===== config.mk =====
export PLATFORM = sky130hd
export DESIGN_NAME = irrigation_remote_pulse_frame_sender
export DESIGN_NICKNAME = d
export VERILOG_FILES = /design/src/rtl/irps_pkg.sv /design/src/rtl/irrigation_remote_pulse_frame_sender.sv /design/src/rtl/irps_frame_build.sv /design/src/rtl/irps_sequencer.sv
export SDC_FILE = /design/constraint.sdc
export NUM_CORES = 1
export LEC_CHECK = 0
export BUFFER_PORTS_ARGS = -buffer_cell sky130_fd_sc_hd__buf_2
export CELL_PAD_IN_SITES_DETAIL_PLACEMENT = 0
export CELL_PAD_IN_SITES_GLOBAL_PLACEMENT = 1
export CORE_UTILIZATION = 30
export DETAILED_ROUTE_END_ITERATION = 8
export GPL_TIMING_DRIVEN = 0
export PLACE_DENSITY = 0.65
export SLEW_MARGIN = 0
export SYNTH_ARGS = -nofsm -noshare
export SYNTH_HDL_FRONTEND = slang
export SYNTH_SLANG_ARGS = --single-unit

===== constraint.sdc =====
create_clock -name aclk -period 10.7 [get_ports aclk]
set_input_delay 0.535 -clock aclk [delete_from_list [all_inputs] [get_ports aclk]]
set_output_delay 0.535 -clock aclk [all_outputs]
set_load 0.03 [all_outputs]

===== src/rtl/irps_pkg.sv =====
// ----------------------------------------------------------------------------
// irps_pkg
// Shared types, codes and constant frame patterns for the pulse frame sender.
// ----------------------------------------------------------------------------
package irps_pkg;

    // Number of bytes in a zone frame; values above 16 are treated as 16.
    localparam int FRAME_BYTES = 15;
    localparam int ZBYTES      = (FRAME_BYTES > 16) ? 16 : FRAME_BYTES;
    localparam int FRAME_W     = ZBYTES * 8;
    localparam int PROG_BITS   = 56;
    // Wide enough for frame length plus the extra and stop bits, plus one.
    localparam int LEN_W       = $clog2(FRAME_W + 3);
    localparam int TICK_W      = 19;

    localparam logic [7:0] TIME_MAX   = 8'd240;
    localparam logic [5:0] ZONE_MAX   = 6'd48;
    localparam logic [6:0] ZONE_OFS_A = 7'h17;
    localparam logic [6:0] ZONE_OFS_B = 7'h23;
    localparam logic [6:0] ZONE_OFS_C = 7'h2f;

    localparam logic [7:0] ZONE_BASE [16] = '{
        8'hff, 8'h00, 8'h00, 8'h00, 8'h10, 8'h00, 8'h00, 8'h04,
        8'h00, 8'h00, 8'h01, 8'h00, 8'h01, 8'hb8, 8'h3f, 8'h00
    };
    localparam logic [PROG_BITS-1:0] PROG_BASE = 56'hff_40_03_96_09_bd_7f;

    typedef logic [FRAME_W-1:0] frame_t;
    typedef logic [LEN_W-1:0]   len_t;
    typedef logic [TICK_W-1:0]  ticks_t;

    typedef enum logic [1:0] {
        MODE_TICK     = 2'd0,
        MODE_ZONE_ON  = 2'd1,
        MODE_ZONE_OFF = 2'd2,
        MODE_PROGRAM  = 2'd3
    } mode_t;

    typedef enum logic [2:0] {
        STAT_OK          = 3'd0,
        STAT_BAD_ZONE    = 3'd1,
        STAT_BAD_TIME    = 3'd2,
        STAT_BAD_PROGRAM = 3'd3,
        STAT_BUSY        = 3'd4
    } status_t;

    typedef enum logic [2:0] {
        REG_SHORT_TICKS  = 3'd0,
        REG_LONG_TICKS   = 3'd1,
        REG_START_TICKS  = 3'd2,
        REG_RST_HI_TICKS = 3'd3,
        REG_RST_LO_TICKS = 3'd4,
        REG_DUR_LIMIT    = 3'd5
    } reg_index_t;

    typedef enum logic [2:0] {
        PH_IDLE,
        PH_RST_HI,
        PH_RST_LO,
        PH_START_HI,
        PH_START_LO,
        PH_BIT_HI,
        PH_BIT_LO
    } phase_t;

    typedef struct packed {
        logic [1:0] mode;
        logic [5:0] zone;
        logic [7:0] minutes;
        logic [2:0] program_req;
    } in_item_t;

    typedef struct packed {
        logic       line;
        logic       busy_res;
        logic [2:0] status;
    } out_item_t;

    typedef struct packed {
        ticks_t     short_ticks;
        ticks_t     long_ticks;
        ticks_t     start_ticks;
        ticks_t     reset_high_ticks;
        ticks_t     reset_low_ticks;
        logic [7:0] duration_limit;
    } cfg_t;

    // Outcome of checking and building one command.
    typedef struct packed {
        logic    ok;
        status_t status;
        frame_t  frame;
        len_t    len;
        logic    extra;
    } build_t;

    // Zone frame pattern before the fields are written, first bit in the MSB.
    function automatic frame_t zone_base_frame();
        frame_t f;
        f = '0;
        for (int i = 0; i < ZBYTES; i++) begin
            f[FRAME_W-1-8*i -: 8] = (i < 15) ? ZONE_BASE[i] : 8'h00;
        end
        return f;
    endfunction

endpackage


===== src/rtl/irrigation_remote_pulse_frame_sender.sv =====
// ----------------------------------------------------------------------------
// irrigation_remote_pulse_frame_sender
// Pulse-width coded command frame sender for an irrigation remote wire.
// ----------------------------------------------------------------------------
//
//  Channel   Ports                              Direction  Carries
//  -------   ---------------------------------  ---------  ---------------------
//  command   s_valid, s_ready, s_item           in         tick or command
//  result    m_valid, m_ready, m_item           out        line, busy, status
//  config    cfg_valid, cfg_ready, cfg_index,   in         register writes
//            cfg_data
//
// Every transaction on the command channel produces exactly one result
// transaction. An item is held in the input register, then the check,
// frame build and phase step run combinationally and write the result
// register, so the block sustains one item per cycle while m_ready is high.
// Backpressure on m_ready stalls the input register, which in turn holds
// s_ready low; both registers stay full while stalled. Reset is synchronous
// and active low: the line goes low, the sequencer idles, and all
// configuration registers return to their default values.
//
module irrigation_remote_pulse_frame_sender (
    input  logic                aclk,
    input  logic                aresetn,

    input  logic                s_valid,
    output logic                s_ready,
    input  irps_pkg::in_item_t  s_item,

    output logic                m_valid,
    input  logic                m_ready,
    output irps_pkg::out_item_t m_item,

    input  logic                cfg_valid,
    output logic                cfg_ready,
    input  logic [2:0]          cfg_index,
    input  logic [18:0]         cfg_data
);

    // Input register stage.
    logic                in_valid_reg;
    irps_pkg::in_item_t  in_item_reg;

    // Result register stage.
    logic                out_valid_reg;
    irps_pkg::out_item_t out_item_reg;

    // Configuration registers.
    irps_pkg::cfg_t      cfg_reg;

    logic                step_en;
    logic                is_tick;
    irps_pkg::build_t    build;
    irps_pkg::out_item_t result;

    // The compute stage fires when it holds an item and the result register
    // is free or is being emptied in this same cycle.
    assign step_en = in_valid_reg && (!out_valid_reg || m_ready);
    assign s_ready = !in_valid_reg || step_en;
    assign is_tick = (irps_pkg::mode_t'(in_item_reg.mode) == irps_pkg::MODE_TICK);

    always_ff @(posedge aclk) begin
        if (!aresetn) begin
            in_valid_reg <= 1'b0;
        end else if (s_ready) begin
            in_valid_reg <= s_valid;
        end
    end

    always_ff @(posedge aclk) begin
        if (s_valid && s_ready) begin
            in_item_reg <= s_item;
        end
    end

    always_ff @(posedge aclk) begin
        if (!aresetn) begin
            out_valid_reg <= 1'b0;
        end else if (step_en) begin
            out_valid_reg <= 1'b1;
        end else if (m_ready) begin
            out_valid_reg <= 1'b0;
        end
    end

    always_ff @(posedge aclk) begin
        if (step_en) begin
            out_item_reg <= result;
        end
    end

    assign m_valid = out_valid_reg;
    assign m_item  = out_item_reg;

    // Configuration writes are always taken; indexes outside the list are
    // ignored.
    assign cfg_ready = 1'b1;

    always_ff @(posedge aclk) begin
        if (!aresetn) begin
            cfg_reg.short_ticks      <= 19'd208;
            cfg_reg.long_ticks       <= 19'd1875;
            cfg_reg.start_ticks      <= 19'd900;
            cfg_reg.reset_high_ticks <= 19'd325000;
            cfg_reg.reset_low_ticks  <= 19'd65000;
            cfg_reg.duration_limit   <= 8'd240;
        end else if (cfg_valid) begin
            unique case (irps_pkg::reg_index_t'(cfg_index))
                irps_pkg::REG_SHORT_TICKS:  cfg_reg.short_ticks      <= cfg_data;
                irps_pkg::REG_LONG_TICKS:   cfg_reg.long_ticks       <= cfg_data;
                irps_pkg::REG_START_TICKS:  cfg_reg.start_ticks      <= cfg_data;
                irps_pkg::REG_RST_HI_TICKS: cfg_reg.reset_high_ticks <= cfg_data;
                irps_pkg::REG_RST_LO_TICKS: cfg_reg.reset_low_ticks  <= cfg_data;
                irps_pkg::REG_DUR_LIMIT:    cfg_reg.duration_limit   <= cfg_data[7:0];
                default: begin
                end
            endcase
        end
    end

    // Command check and frame assembly for the item in the input register.
    irps_frame_build u_frame_build (
        .item           (in_item_reg),
        .duration_limit (cfg_reg.duration_limit),
        .build          (build)
    );

    // Pulse timing state; its next-state outputs form the result.
    irps_sequencer u_sequencer (
        .aclk    (aclk),
        .aresetn (aresetn),
        .step_en (step_en),
        .is_tick (is_tick),
        .build   (build),
        .cfg     (cfg_reg),
        .result  (result)
    );

    // Every accepted item reaches the result register: a full input stage
    // with a free output stage must fire.
    a_no_stall_when_free: assert property (@(posedge aclk) disable iff (!aresetn)
        (in_valid_reg && !out_valid_reg) |-> step_en)
        else $error("compute stage stalled with free result register");

    // A result waiting for m_ready is not overwritten.
    a_result_held: assert property (@(posedge aclk) disable iff (!aresetn)
        (out_valid_reg && !m_ready) |=> out_valid_reg && $stable(out_item_reg))
        else $error("pending result changed");

    // The busy flag of a result always reports idle with a low line.
    a_idle_line_low: assert property (@(posedge aclk) disable iff (!aresetn)
        (step_en && !result.busy_res) |-> !result.line)
        else $error("line high while idle");

endmodule


===== src/rtl/irps_frame_build.sv =====
// ----------------------------------------------------------------------------
// irps_frame_build
// Checks a command and builds its zone or program frame, first bit in the MSB.
// ----------------------------------------------------------------------------
module irps_frame_build (
    input  irps_pkg::in_item_t item,
    input  logic [7:0]         duration_limit,
    output irps_pkg::build_t   build
);

    // Writes a field LSB first at rising frame positions; bits past the end
    // of the frame are dropped.
    function automatic irps_pkg::frame_t put_field(
        input irps_pkg::frame_t f,
        input int               pos,
        input logic [7:0]       val,
        input int               len
    );
        irps_pkg::frame_t r;
        r = f;
        for (int k = 0; k < len; k++) begin
            if (pos + k < irps_pkg::FRAME_W) begin
                r[irps_pkg::FRAME_W-1-(pos+k)] = val[k];
            end
        end
        return r;
    endfunction

    logic [7:0]       time_val;
    logic [7:0]       zone_a;
    logic [7:0]       zone_b;
    logic [7:0]       zone_c;
    logic [7:0]       zone_m1;
    logic [7:0]       prog_m1;
    logic [7:0]       bank_sel;
    irps_pkg::frame_t zone_frame;
    irps_pkg::frame_t prog_frame;

    always_comb begin
        if (irps_pkg::mode_t'(item.mode) == irps_pkg::MODE_ZONE_ON) begin
            time_val = (item.minutes < duration_limit) ? item.minutes : duration_limit;
        end else begin
            time_val = 8'd0;
        end
    end

    assign zone_a   = {1'b0, 7'({1'b0, item.zone} + irps_pkg::ZONE_OFS_A)};
    assign zone_b   = {1'b0, 7'({1'b0, item.zone} + irps_pkg::ZONE_OFS_B)};
    assign zone_c   = {1'b0, 7'({1'b0, item.zone} + irps_pkg::ZONE_OFS_C)};
    assign zone_m1  = {2'b00, 6'(item.zone - 6'd1)};
    assign prog_m1  = {5'b00000, 3'(item.program_req - 3'd1)};
    assign bank_sel = (item.zone > 6'd12) ? 8'd1 : 8'd2;

    always_comb begin
        zone_frame = irps_pkg::zone_base_frame();
        zone_frame = put_field(zone_frame, 9,   bank_sel, 2);
        zone_frame = put_field(zone_frame, 23,  zone_a, 7);
        zone_frame = put_field(zone_frame, 36,  zone_a, 7);
        zone_frame = put_field(zone_frame, 49,  zone_b, 7);
        zone_frame = put_field(zone_frame, 62,  zone_b, 7);
        zone_frame = put_field(zone_frame, 75,  zone_c, 7);
        zone_frame = put_field(zone_frame, 88,  zone_c, 7);
        zone_frame = put_field(zone_frame, 31,  time_val, 4);
        zone_frame = put_field(zone_frame, 44,  {4'd0, time_val[7:4]}, 4);
        zone_frame = put_field(zone_frame, 57,  time_val, 4);
        zone_frame = put_field(zone_frame, 70,  {4'd0, time_val[7:4]}, 4);
        zone_frame = put_field(zone_frame, 83,  time_val, 4);
        zone_frame = put_field(zone_frame, 96,  {4'd0, time_val[7:4]}, 4);
        zone_frame = put_field(zone_frame, 109, zone_m1, 4);
    end

    always_comb begin
        prog_frame = irps_pkg::frame_t'(irps_pkg::PROG_BASE)
                     << (irps_pkg::FRAME_W - irps_pkg::PROG_BITS);
        prog_frame = put_field(prog_frame, 31, prog_m1, 2);
    end

    always_comb begin
        build.ok     = 1'b0;
        build.status = irps_pkg::STAT_OK;
        if (irps_pkg::mode_t'(item.mode) == irps_pkg::MODE_PROGRAM) begin
            build.frame = prog_frame;
            build.len   = irps_pkg::len_t'(irps_pkg::PROG_BITS);
            build.extra = 1'b0;
            if (item.program_req < 3'd1 || item.program_req > 3'd4) begin
                build.status = irps_pkg::STAT_BAD_PROGRAM;
            end else begin
                build.ok = 1'b1;
            end
        end else begin
            build.frame = zone_frame;
            build.len   = irps_pkg::len_t'(irps_pkg::FRAME_W);
            build.extra = 1'b1;
            if (item.zone < 6'd1 || item.zone > irps_pkg::ZONE_MAX) begin
                build.status = irps_pkg::STAT_BAD_ZONE;
            end else if (time_val > irps_pkg::TIME_MAX) begin
                build.status = irps_pkg::STAT_BAD_TIME;
            end else begin
                build.ok = 1'b1;
            end
        end
    end

endmodule


===== src/rtl/irps_sequencer.sv =====
// ----------------------------------------------------------------------------
// irps_sequencer
// Phase state machine that times the reset, start, data, extra and stop pulses.
// ----------------------------------------------------------------------------
module irps_sequencer (
    input  logic                aclk,
    input  logic                aresetn,
    input  logic                step_en,
    input  logic                is_tick,
    input  irps_pkg::build_t    build,
    input  irps_pkg::cfg_t      cfg,
    output irps_pkg::out_item_t result
);

    irps_pkg::phase_t  phase_reg,   phase_next;
    irps_pkg::ticks_t  count_reg,   count_next;
    irps_pkg::len_t    bit_pos_reg, bit_pos_next;
    irps_pkg::len_t    len_reg,     len_next;
    logic              extra_reg,   extra_next;
    logic              line_reg,    line_next;
    irps_pkg::frame_t  frame_reg,   frame_next;

    irps_pkg::status_t status;
    irps_pkg::len_t    pos_inc;
    irps_pkg::len_t    total;
    logic              cur_bit;
    logic              next_bit;

    // A tick count of zero behaves as one.
    function automatic irps_pkg::ticks_t to_count(input irps_pkg::ticks_t t);
        return (t == '0) ? '0 : irps_pkg::ticks_t'(t - 1'b1);
    endfunction

    always_ff @(posedge aclk) begin
        if (!aresetn) begin
            phase_reg   <= irps_pkg::PH_IDLE;
            count_reg   <= '0;
            bit_pos_reg <= '0;
            len_reg     <= '0;
            extra_reg   <= 1'b0;
            line_reg    <= 1'b0;
        end else begin
            phase_reg   <= phase_next;
            count_reg   <= count_next;
            bit_pos_reg <= bit_pos_next;
            len_reg     <= len_next;
            extra_reg   <= extra_next;
            line_reg    <= line_next;
        end
    end

    // The frame is a shift register; while frame bits remain, its MSB is the bit being sent.
    always_ff @(posedge aclk) begin
        frame_reg <= frame_next;
    end

    assign pos_inc  = irps_pkg::len_t'(bit_pos_reg + 1'b1);
    assign total    = irps_pkg::len_t'(len_reg + irps_pkg::len_t'(extra_reg) + 1'b1);
    assign cur_bit  = (bit_pos_reg < len_reg) ? frame_reg[irps_pkg::FRAME_W-1]
                                              : (bit_pos_reg == len_reg) && extra_reg;
    assign next_bit = (pos_inc < len_reg) ? frame_reg[irps_pkg::FRAME_W-2]
                                          : (pos_inc == len_reg) && extra_reg;

    always_comb begin
        phase_next   = phase_reg;
        count_next   = count_reg;
        bit_pos_next = bit_pos_reg;
        len_next     = len_reg;
        extra_next   = extra_reg;
        line_next    = line_reg;
        frame_next   = frame_reg;
        status       = irps_pkg::STAT_OK;

        if (step_en) begin
            if (is_tick) begin
                if (phase_reg != irps_pkg::PH_IDLE) begin
                    if (count_reg != '0) begin
                        count_next = irps_pkg::ticks_t'(count_reg - 1'b1);
                    end else begin
                        unique case (phase_reg)
                            irps_pkg::PH_RST_HI: begin
                                phase_next = irps_pkg::PH_RST_LO;
                                line_next  = 1'b0;
                                count_next = to_count(cfg.reset_low_ticks);
                            end
                            irps_pkg::PH_RST_LO: begin
                                phase_next = irps_pkg::PH_START_HI;
                                line_next  = 1'b1;
                                count_next = to_count(cfg.start_ticks);
                            end
                            irps_pkg::PH_START_HI: begin
                                phase_next = irps_pkg::PH_START_LO;
                                line_next  = 1'b0;
                                count_next = to_count(cfg.short_ticks);
                            end
                            irps_pkg::PH_START_LO: begin
                                phase_next   = irps_pkg::PH_BIT_HI;
                                line_next    = 1'b1;
                                bit_pos_next = '0;
                                count_next   = to_count(frame_reg[irps_pkg::FRAME_W-1]
                                                        ? cfg.long_ticks : cfg.short_ticks);
                            end
                            irps_pkg::PH_BIT_HI: begin
                                phase_next = irps_pkg::PH_BIT_LO;
                                line_next  = 1'b0;
                                count_next = to_count(cur_bit ? cfg.short_ticks
                                                              : cfg.long_ticks);
                            end
                            irps_pkg::PH_BIT_LO: begin
                                frame_next = frame_reg << 1;
                                if (pos_inc < total) begin
                                    phase_next   = irps_pkg::PH_BIT_HI;
                                    line_next    = 1'b1;
                                    bit_pos_next = pos_inc;
                                    count_next   = to_count(next_bit ? cfg.long_ticks
                                                                     : cfg.short_ticks);
                                end else begin
                                    phase_next   = irps_pkg::PH_IDLE;
                                    line_next    = 1'b0;
                                    bit_pos_next = '0;
                                    count_next   = '0;
                                end
                            end
                            default: begin
                                phase_next = irps_pkg::PH_IDLE;
                                line_next  = 1'b0;
                                count_next = '0;
                            end
                        endcase
                    end
                end
            end else if (phase_reg != irps_pkg::PH_IDLE) begin
                status = irps_pkg::STAT_BUSY;
            end else if (!build.ok) begin
                status = build.status;
            end else begin
                frame_next   = build.frame;
                len_next     = build.len;
                extra_next   = build.extra;
                bit_pos_next = '0;
                phase_next   = irps_pkg::PH_RST_HI;
                line_next    = 1'b1;
                count_next   = to_count(cfg.reset_high_ticks);
            end
        end
    end

    assign result.line     = line_next;
    assign result.busy_res = (phase_next != irps_pkg::PH_IDLE);
    assign result.status   = status;

    // The line level always follows the phase: high phases drive high.
    a_line_matches_phase: assert property (@(posedge aclk) disable iff (!aresetn)
        line_reg == (phase_reg == irps_pkg::PH_RST_HI ||
                     phase_reg == irps_pkg::PH_START_HI ||
                     phase_reg == irps_pkg::PH_BIT_HI))
        else $error("line level does not match phase");

    // During data bits the position never runs past the last stop bit.
    a_bit_pos_bound: assert property (@(posedge aclk) disable iff (!aresetn)
        (phase_reg == irps_pkg::PH_BIT_HI || phase_reg == irps_pkg::PH_BIT_LO)
        |-> bit_pos_reg < total)
        else $error("bit position beyond frame end");

    // A command rejected as busy leaves the frame being sent untouched.
    a_busy_keeps_frame: assert property (@(posedge aclk) disable iff (!aresetn)
        (step_en && !is_tick && phase_reg != irps_pkg::PH_IDLE)
        |=> $stable(frame_reg) && $stable(len_reg) && $stable(bit_pos_reg))
        else $error("busy command disturbed the frame");

    // Leaving idle only happens on a valid command.
    a_start_on_command: assert property (@(posedge aclk) disable iff (!aresetn)
        (phase_reg == irps_pkg::PH_IDLE && phase_next != irps_pkg::PH_IDLE)
        |-> step_en && !is_tick && build.ok)
        else $error("frame started without a valid command");

endmodule

# --- Word level (Yosys, flattened, before mapping) ---
# Cells that the tools add are included.
op_classes:
  n_addsub: 16
  eq_ne: 20
  n_lt_le_gt_ge: 10
  n_mux: 62
  bitwise_logic: 2
  reduce_logical: 36
ops:
  columns: ["op", "count"]
  rows:
  - ["120-bit two-way mux", 6]
  - ["19-bit two-way mux", 16]
  - ["19-bit by 1-bit subtractor with 19-bit output, second input constant", 8]
  - ["19-bit logical NOT", 7]
  - ["132-bit two-way mux", 1]
  - ["19-bit one-hot mux with 6 select lines", 1]
  - ["7-bit two-way mux", 6]
  - ["3-bit two-way mux", 10]
  - ["7-bit < comparator", 3]
  - ["19-bit nonzero test", 1]
  - ["3-bit one-hot mux with 6 select lines", 1]
  - ["8-bit two-way mux", 2]
  - ["3-bit equality test, second input constant", 5]
  - ["6-bit by 6-bit adder with 7-bit output, second input constant", 2]
  - ["7-bit by 1-bit adder with 7-bit output, second input constant", 2]
  - ["7-bit equality test", 2]
  - ["1-bit two-way mux", 14]
  - ["7-bit one-hot mux with 2 select lines", 1]
  - ["3-bit by 2-bit equality test with 1-bit output, second input constant", 4]
  - ["2-bit AND reduction", 6]
  - ["6-bit AND reduction", 2]
  - ["8-bit > comparator, second input constant", 1]
  - ["8-bit < comparator", 1]
  - ["4-bit AND reduction", 2]
  - ["other kinds (27)", 42]
totals:
  input_bits: 46
  ff_bits: 287
  word_cells: 169

# --- Longest topological paths before layout ---
# Gate-level depths: netlist of the first run.
depth:
  word_depth: 12
  depth_mapped: 22
  mapped_depth_nobuf: 19

# --- By module ---
# Synthesis of the first run repeated with hierarchy kept, for this count alone.
unflattened:
  cells_unflattened: 1852
  hier_area_um2: 18245.0
modules_own_cells:
  columns: ["mod", "n_inst", "cells_per_inst", "area_per_inst_um2"]
  rows:
  - ["irps_sequencer", 1, 1215, 11900.2]
  - ["irrigation_remote_pulse_frame_sender", 1, 417, 4850.9]
  - ["irps_frame_build", 1, 220, 1493.9]

# --- Worst setup path after synthesis of the first run ---
# No wires, ideal clock.
synth_path:
  path_type: "register to register"
  from: "reg in_item_reg[18] (netlist bit)"
  to: "reg u_sequencer.frame_reg[0] (enable)"
  path_buffers: 4
  t_arrival_ps: 10623
  slack_ps: -669
  path_stages_with_launch: 12
  setup_ps: 746
  path_cell_list: "edfxtp_1 > clkbuf_1 > nor2_1 > inv_1 > clkbuf_1 > buf_1 > ha_1 > nor2_1 > o21a_1 > o21ai_1 > clkbuf_1 > nor3_1"
synth_via:
  elab_chain_cells: 8
  word_cells_on_any_way: 12
  classes_between: "order compare: 1; eq/ne: 4; mux: 4; reduce/logical: 3"
synth_rtl:
  columns: ["item", "line", "text"]
  rows:
  - ["from (decl)", "irrigation_remote_pulse_frame_sender.sv:42", "irps_pkg::in_item_t in_item_reg;"]
  - ["from (signal assigned)", "irrigation_remote_pulse_frame_sender.sv:72", "in_item_reg <= s_item;"]
  - ["2-bit by 1-bit equality test with 1-bit output", "irps_frame_build.sv:40", "if (irps_pkg::mode_t'(item.mode) == irps_pkg::MODE_ZONE_ON) begin"]
  - ["8-bit two-way mux", "irps_frame_build.sv:40", null]
  - ["8-bit > comparator", "irps_frame_build.sv:96", "end else if (time_val > irps_pkg::TIME_MAX) begin"]
  - ["1-bit two-way mux", "irps_frame_build.sv:96", null]
  - ["1-bit two-way mux", "irps_frame_build.sv:94", "if (item.zone < 6'd1 || item.zone > irps_pkg::ZONE_MAX) begin"]
  - ["132-bit two-way mux", "irps_frame_build.sv:81", "if (irps_pkg::mode_t'(item.mode) == irps_pkg::MODE_PROGRAM) begin"]
  - ["2-bit nonzero test (no source line)", null, null]
  - ["6-bit AND reduction (no source line) *", null, null]
  - ["to (signal assigned)", "irps_sequencer.sv:54", "frame_reg <= frame_next;"]
  - ["to (decl)", "irps_sequencer.sv:21", "irps_pkg::frame_t frame_reg, frame_next;"]
# Every way passes the cells marked *; elsewhere a longest branch is shown, timed or not.
# A chain may end at the register's enable or synchronous reset.

# --- Final worst setup path of the first run ---
layout_path:
  from: "reg u_sequencer.bit_pos_reg[0]"
  to: "reg u_sequencer.count_reg[8]"
layout_via:
  elab_chain_cells: 12
  word_cells_on_any_way: 23
  classes_between: "add/sub: 3; order compare: 3; eq/ne: 2; mux: 11; reduce/logical: 4"
layout_rtl:
  columns: ["item", "line", "text"]
  rows:
  - ["from (decl)", "irps_sequencer.sv:17", "irps_pkg::len_t bit_pos_reg, bit_pos_next;"]
  - ["from (signal assigned)", "irps_sequencer.sv:45", "bit_pos_reg <= bit_pos_next;"]
  - ["parallel branches: the longest is 8 deep, another holds 19-bit by 1-bit subtractor with 19-bit output", null, null]
  - ["19-bit one-hot mux with 6 select lines *", "irps_sequencer.sv:80", "unique case (phase_reg)"]
  - ["19-bit two-way mux *", "irps_sequencer.sv:77", "if (count_reg != '0) begin"]
  - ["19-bit two-way mux *", "irps_sequencer.sv:76", "if (phase_reg != irps_pkg::PH_IDLE) begin"]
  - ["19-bit two-way mux *", "irps_sequencer.sv:75", "if (is_tick) begin"]
  - ["to (signal assigned)", "irps_sequencer.sv:44", "count_reg <= count_next;"]
  - ["to (decl)", "irps_sequencer.sv:16", "irps_pkg::ticks_t count_reg, count_next;"]
# Every way passes the cells marked *. The select of a mux whose other input is x is not followed.

==> results of run 1 <==
## layout make-up
type                       instances  area (um^2)
tap                              739          925
sequential                       281         7070
clock inverter                    19          235
multi-input combinational       1460         8880
fill                            5672        35300
timing repair buffer              56          393
clock buffer                      39          836
buffer                           129          541
inverter                          48          180
## cells in the final DEF, fill, tap and decap left out, types with 7 or more instances in the layout
master / instances
and3_1: 11
nor3b_1: 13
nand2b_1: 10
nand3_1: 82
nor4_1: 32
a21o_1: 42
clkbuf_16: 31
a21oi_1: 133
xor2_1: 62
mux2i_1: 38
or3_1: 27
dfxtp_1: 137
and2_1: 29
a31oi_1: 7
clkbuf_1: 90
o221ai_1: 9
buf_1: 13
buf_2: 72
inv_1: 44
o31ai_1: 14
edfxtp_1: 144
nand2_1: 326
ha_1: 39
o211ai_1: 12
buf_4: 7
o22ai_1: 36
nand4_1: 14
a211oi_1: 19
o21ai_1: 12
or4_1: 18
xnor2_1: 84
nor2b_1: 7
a22oi_1: 8
o21a_1: 27
o21ai_0: 45
nor2_1: 143
nor3_1: 61
## metal layers
metal	wire, um	track usage	part of all wire
met1	29300	0.315	0.47
met2	27300	0.340	0.44
met3	4150	0.0295	0.066
met4	1670	0.0626	0.027
met5	0	0	0
## logic make-up after synthesis
logic type	Yosys count	share of synthesized area
XOR/XNOR	146	0.0768
flip-flops	281	0.424
buffers and inverters	177	0.0433
other	1	0.000225
adder cells (fa/ha/maj)	39	0.0293
AND/OR/NAND/NOR	819	0.239
AO/OA/AOI/OAI	415	0.163
multiplexers	40	0.0242
## stage by stage
step	power, uW	hold WS [ns]	instance area [um^2]	utilization
floorplan	1550	0.449	16700	-
global placement	1730	0.474	17800	0.328
detailed placement	1740	0.474	18000	0.331
CTS	2880	0.0857	19000	0.350
global route	2970	0.0940	19100	0.351
finish	2870	0.119	19100	0.351
## power groups by stage
stage / combinational [uW] / sequential (uW) / clock, uW
after global placement: 491 / 1240 / 0
after detailed placement: 500 / 1240 / 0
final: 512 / 1210 / 1140
after global routing: 547 / 1220 / 1200
after floorplan: 314 / 1230 / 0
after CTS: 503 / 1210 / 1160
## final timing paths
| path | from | end | slack, ns |
|---|---|---|---|
| worst min register to register | cfg_reg[57] | cfg_reg[57] | 0.48 |
| worst max register to register | u_sequencer.bit_pos_reg[0] | u_sequencer.count_reg[8] | 3.71 |
| worst max-delay path | u_sequencer.bit_pos_reg[0] | u_sequencer.count_reg[8] | 3.71 |
| worst min-delay path | s_item[18] | in_item_reg[18] | 0.12 |
==> results.ini, run 1 <==
[grt]
grt_pass1_wl_um = 93100
grt_max_degree = 22
overflow = 0
grt_usage = 0.219
grt_antenna_before_repair = 0
first_global_vias = 14365

[critical_path]
worst_setup_path_end_kind = flop
worstPathCellList = ha_1 -> nand3_1 -> nor2_1 -> xor2_1 -> ha_1 -> and3_1 -> nand3_1 -> o22ai_1 -> buf_2 -> buf_1 -> nor2_1 -> a21oi_1 -> ha_1 -> buf_2 -> nor4b_1 -> nand2_1 -> xnor2_1 -> a21oi_1 -> o221ai_1 -> a211oi_1 -> o22ai_1
max_stage_delay_ns = 0.82
cp_top_family = compound AO/OA/AOI/OAI gates
cp_max_fo = 10
cp.buffers_inverters = 3
cpMostUsedCell = ha_1
cpMaxStageDelayCell = a211oi_1
cp.arrival_ns = 7.42
worst_setup_path_start_kind = flop
required_ns = 11.13
cp_num_cells = 21
path_class = flop to flop
reg2reg_depth = 21

[timing]
rsz0062_at_grt = no
finalSetupViolCount = 0
fin_crit_sh = 0.654
tightest_slew_ns = 1.28
maxSlewHeadroom = 0.121
drv_slew = 0
period_minus_slack_ns = 6.99
max_freq_mhz = 143
fin_skew_ns = 0.0195
finalWorstSetupSlack_ns = 3.71
hold_viol = 0
tns_ns = 0

[clocking]
clk_pin_slew_ns = 0.07
clk_latency_ns = 0.60
clkSinkCount = 281
cts_setup_buffers = 0
cts_buffers = 31
root_buffer = clkbuf_16
post_cts_resized = 0
h-tree-depth = 1
clock_path_buffers = 3
postCtsHoldBufs = 0
cts_tree = done

[route]
drc = 0
routed_wl_um = 62500
post_drt_wl_per_cell_um = 22.5
vias = 14978
drtIter0Drc = 1377
ant_nets = 0
avgViaCountPerCell = 5.41
dr.pass1.iters = 5

[power]
p_sw_uw = 845
powerDensity_nw_per_um2 = 151
pwr-share-seq = 0.423
intPower_uw = 2030
pwr-share-clk = 0.398
p_sw_frac = 0.294
peakVddDrop_v = 0.000130
p_leak_uw = 0.00684
p_comb_frac = 0.179

[logic_synthesis]
async_flop_share = 0
synth.most_common_cell = nand2_1
yosysWarningCount = 0
synthFlopType = edfxtp_1
synth_area_um2 = 16700
syn_inst = 1918
ys_seq_elements = 281
syn_nets = 2003
ys_seq_area_frac = 0.424
synth-edff-count = 144
ys_types = 86
yosysTopAreaCellShare = 0.260
avgSynthCellArea_um2 = 8.68
yosys-top-cells-count = 326 x nand2_1, 144 x edfxtp_1, 143 x nor2_1
yosys.area.top_type = edfxtp_1
synthTopCellsByArea = edfxtp_1 26%, dfxtp_1 16%, nand2_1 7.3%

[placement]
portBuffers = 49
dp.cells = 2712
pre_cts_ws_ns = 3.89
gp_congestion = 0.963
dp_hpwl_um = 48500

[final_layout]
stdcell_count = 2771
fin_nets = 2092
largest_reg_flops = 120
syn2layout_area_growth_pct = 14.4
antenna_cells = 0
drive_above_1_share = 0.0851

[run_status]
outcome = completed

[floorplan]
initial_utilization = 0.306
dieWidth_um = 238
ios = 54
die_h_um = 238
fp-row-count = 85
dieArea_um2 = 56500
core_area_um2 = 54300

[run]
cap_violations = 0

[worst_hold_path]
hold_path_class = primary input to flop
hold_path_depth = 1

(Power assumes the default switching activity.)
==> run 2: changes to the inputs <==
ABC_AREA = 1   (was not set)
clock period = 7.3 ns   (was 10.7 ns; I/O delays follow)
==> run 2 against run 1 <==
Fmax rose by 39%. First-iteration DRC count fell by 8.9%. Clock skew rose by 0.0033 ns. Core utilization rose by 0.33 points. Combinational power rose by 130%. Register-to-register slack got worse by 1.4 ns. Clock power rose by 64%. Power rose by 69%. Flip-flop and latch count did not move. Clock-buffer cell count rose by 8. Sequential power rose by 49%. Synthesized area rose by 4.3%. Critical path type unchanged. Critical endpoint is now u_sequencer.frame_reg[57].
==> results.ini, run 2 <==
[run_status]
outcome = completed

[clocking]
clk_latency_ns = 0.55  ; -0.05 ns
cts_buffers = 36  ; +16%
postCtsHoldBufs = 19  ; +19
cts_setup_buffers = 0  ; unchanged
clock_path_buffers = 3  ; unchanged
h-tree-depth = 2  ; +1
post_cts_resized = 0  ; unchanged
clkSinkCount = 281  ; unchanged
cts_tree = done
root_buffer = clkbuf_16
clk_pin_slew_ns = 0.05  ; -0.02 ns

[grt]
grt_usage = 0.212  ; -0.00660
grt_pass1_wl_um = 95300  ; +2.4%
first_global_vias = 15724  ; +9.5%
busiest_layer = met2
met2_usage = 0.331  ; -0.00941
overflow = 0  ; unchanged
grt_util_met3 = 0.0339  ; +0.00445
grt_use_met1 = 0.303  ; -0.0117
grt_max_degree = 34  ; +55%
grt_antenna_before_repair = 0  ; unchanged

[timing]
max_freq_mhz = 199  ; +39%
fin_skew_ns = 0.0228  ; +0.00328 ns
fin_crit_sh = 0.688  ; +0.0345
finalSetupViolCount = 0  ; unchanged
drv_slew = 0  ; unchanged
tightest_slew_ns = 1.18  ; -0.109 ns
period_minus_slack_ns = 5.02  ; -1.97 ns
maxSlewHeadroom = 0.213  ; +0.0919
hold_viol = 0  ; unchanged
rsz0062_at_grt = no
finalWorstSetupSlack_ns = 2.28  ; -1.43 ns

[logic_synthesis]
yosys.area.top_type = edfxtp_1
ys_seq_elements = 281  ; unchanged
synth_area_um2 = 17400  ; +4.3%
avgSynthCellArea_um2 = 7.10  ; -18%
yosysTopAreaCellShare = 0.249  ; -0.0107
synthTopCellsByArea = edfxtp_1 25%, dfxtp_1 16%, nand2_1 15%
syn_inst = 2447  ; +28%
yosys-top-cells-count = 688 x nand2_1, 315 x nor2_1, 290 x inv_1
synth.most_common_cell = nand2_1
ys_types = 56  ; -35%
synthFlopType = edfxtp_1
ys_seq_area_frac = 0.407  ; -0.0175
syn_nets = 2532  ; +26%
yosysWarningCount = 0  ; unchanged
synth-edff-count = 144  ; unchanged
async_flop_share = 0  ; unchanged

[critical_path]
cp_max_fo = 33  ; +23
path_class = flop to flop
required_ns = 7.55  ; -3.58 ns
cp.arrival_ns = 5.27  ; -2.15 ns
worst_setup_path_start_kind = flop
worst_setup_path_end_kind = flop

[final_layout]
fin_nets = 2645  ; +26%
antenna_cells = 0  ; unchanged
final_cell_mix = 688 x nand2_1, 314 x nor2_1, 290 x inv_1
drive_above_1_share = 0.0908  ; +0.00570
largest_reg_flops = 120  ; unchanged
layout_commonest_cell = nand2_1
stdcell_count = 3343  ; +21%
syn2layout_area_growth_pct = 15.8

[floorplan]
ios = 54  ; unchanged
dieWidth_um = 243  ; +2.1%
core_area_um2 = 56800  ; +4.6%
dieArea_um2 = 58900  ; +4.3%
die_h_um = 243  ; +2.1%
fp-row-count = 87  ; +2.4%
initial_utilization = 0.306  ; -0.000757

[route]
routed_wl_um = 63000  ; +0.91%
vias = 16432  ; +9.7%
dr.pass1.iters = 5  ; unchanged
avgViaCountPerCell = 4.92  ; -9.1%
drtIter0Drc = 1254  ; -8.9%
ant_nets = 0  ; unchanged
post_drt_wl_per_cell_um = 18.9  ; -16%
drc = 0  ; unchanged

[placement]
dp.cells = 3259  ; +20%
gp_congestion = 0.956  ; -0.74%
pre_cts_ws_ns = 2.21  ; -1.67 ns
portBuffers = 52  ; +6.1%
dp_hpwl_um = 49600  ; +2.4%

[power]
p_leak_uw = 0.00896  ; +31%
peakVddDrop_v = 0.000195  ; +49%
powerDensity_nw_per_um2 = 242  ; +61%

[run]
cap_violations = 0  ; unchanged

[worst_hold_path]
hold_path_class = primary input to flop

run 2: cell types whose count changed after synthesis, moves of 29 or more:
cell	before	now
nor3_1	62	33
o21ai_0	45	156
mux2i_1	38	0
nand2_1	326	688
nor2_1	143	315
a21o_1	42	1
inv_1	44	290
xnor2_1	84	9
nor4_1	32	3
nand3_1	82	177
o22ai_1	36	7
clkbuf_1	85	48
run 2: final timing paths:
check	start	endpoint	slack, ns	cells after the start
worst max-delay path	in_item_reg[18]	u_sequencer.frame_reg[57]	2.28	14
worst min-delay path	m_ready	m_valid	0.14	4
worst max register to register	in_item_reg[18]	u_sequencer.frame_reg[57]	2.28	14
worst min register to register	cfg_reg[0]	cfg_reg[0]	0.48	2
run 2: report_power, final:
group | switching, uW | total, uW | internal [uW]
combinational | 842 | 1200 | 354
clock | 734 | 1870 | 1130
sequential | 49.4 | 1800 | 1750
run 2: area by class of cell:
| class | count | area [um^2] |
|---|---|---|
| plain buffers | 79 | 407 |
| clock inverters | 18 | 216 |
| multi-input cells | 1786 | 8770 |
| well taps | 756 | 946 |
| fillers | 6211 | 36700 |
| repair buffers | 75 | 546 |
| clock buffers | 47 | 1020 |
| inverters | 301 | 1130 |
| flip-flops and latches | 281 | 7070 |
run 2: kinds of logic after synthesis:
family,count (synthesis),synth area share
fa+ha+maj,39,0.0281
other cells,1,0.000216
xor+xnor,88,0.0444
simple gates,1322,0.324
compound gates,336,0.108
flops,281,0.407
buf+inv,380,0.0885
run 2: per-layer routing:
metal	vias to the layer above	share of wire
met4	0	0.022
li1	8128	-
met2	418	0.44
met3	61	0.057
met5	-	0
met1	7825	0.48
run 2: critical path, cell delays in order, from the launching register on:
cell and delay, ns:
edfxtp_1 0.40, nor2_1 0.91, inv_1 0.39, clkbuf_1 0.32, buf_1 0.30, ha_1 0.34
nor2_1 0.19, nand2_1 0.11, buf_4 0.20, buf_6 0.16, nor2_4 0.45, buf_16 0.25
buf_12 0.23, buf_12 0.23, buf_16 0.19
run 2: metrics by stage:
stage	total power [uW]	area (um^2)	setup TNS (ns)	utilization	hold WS, ns
after detailed placement	3000	18700	0	0.329	0.471
after floorplan	2630	17400	0	-	0.435
after CTS	4890	20100	0	0.354	0.108
after global placement	3000	18600	-112.42	0.327	0.461
final	4860	20100	0	0.354	0.143
after global routing	5110	20100	0	0.354	0.142
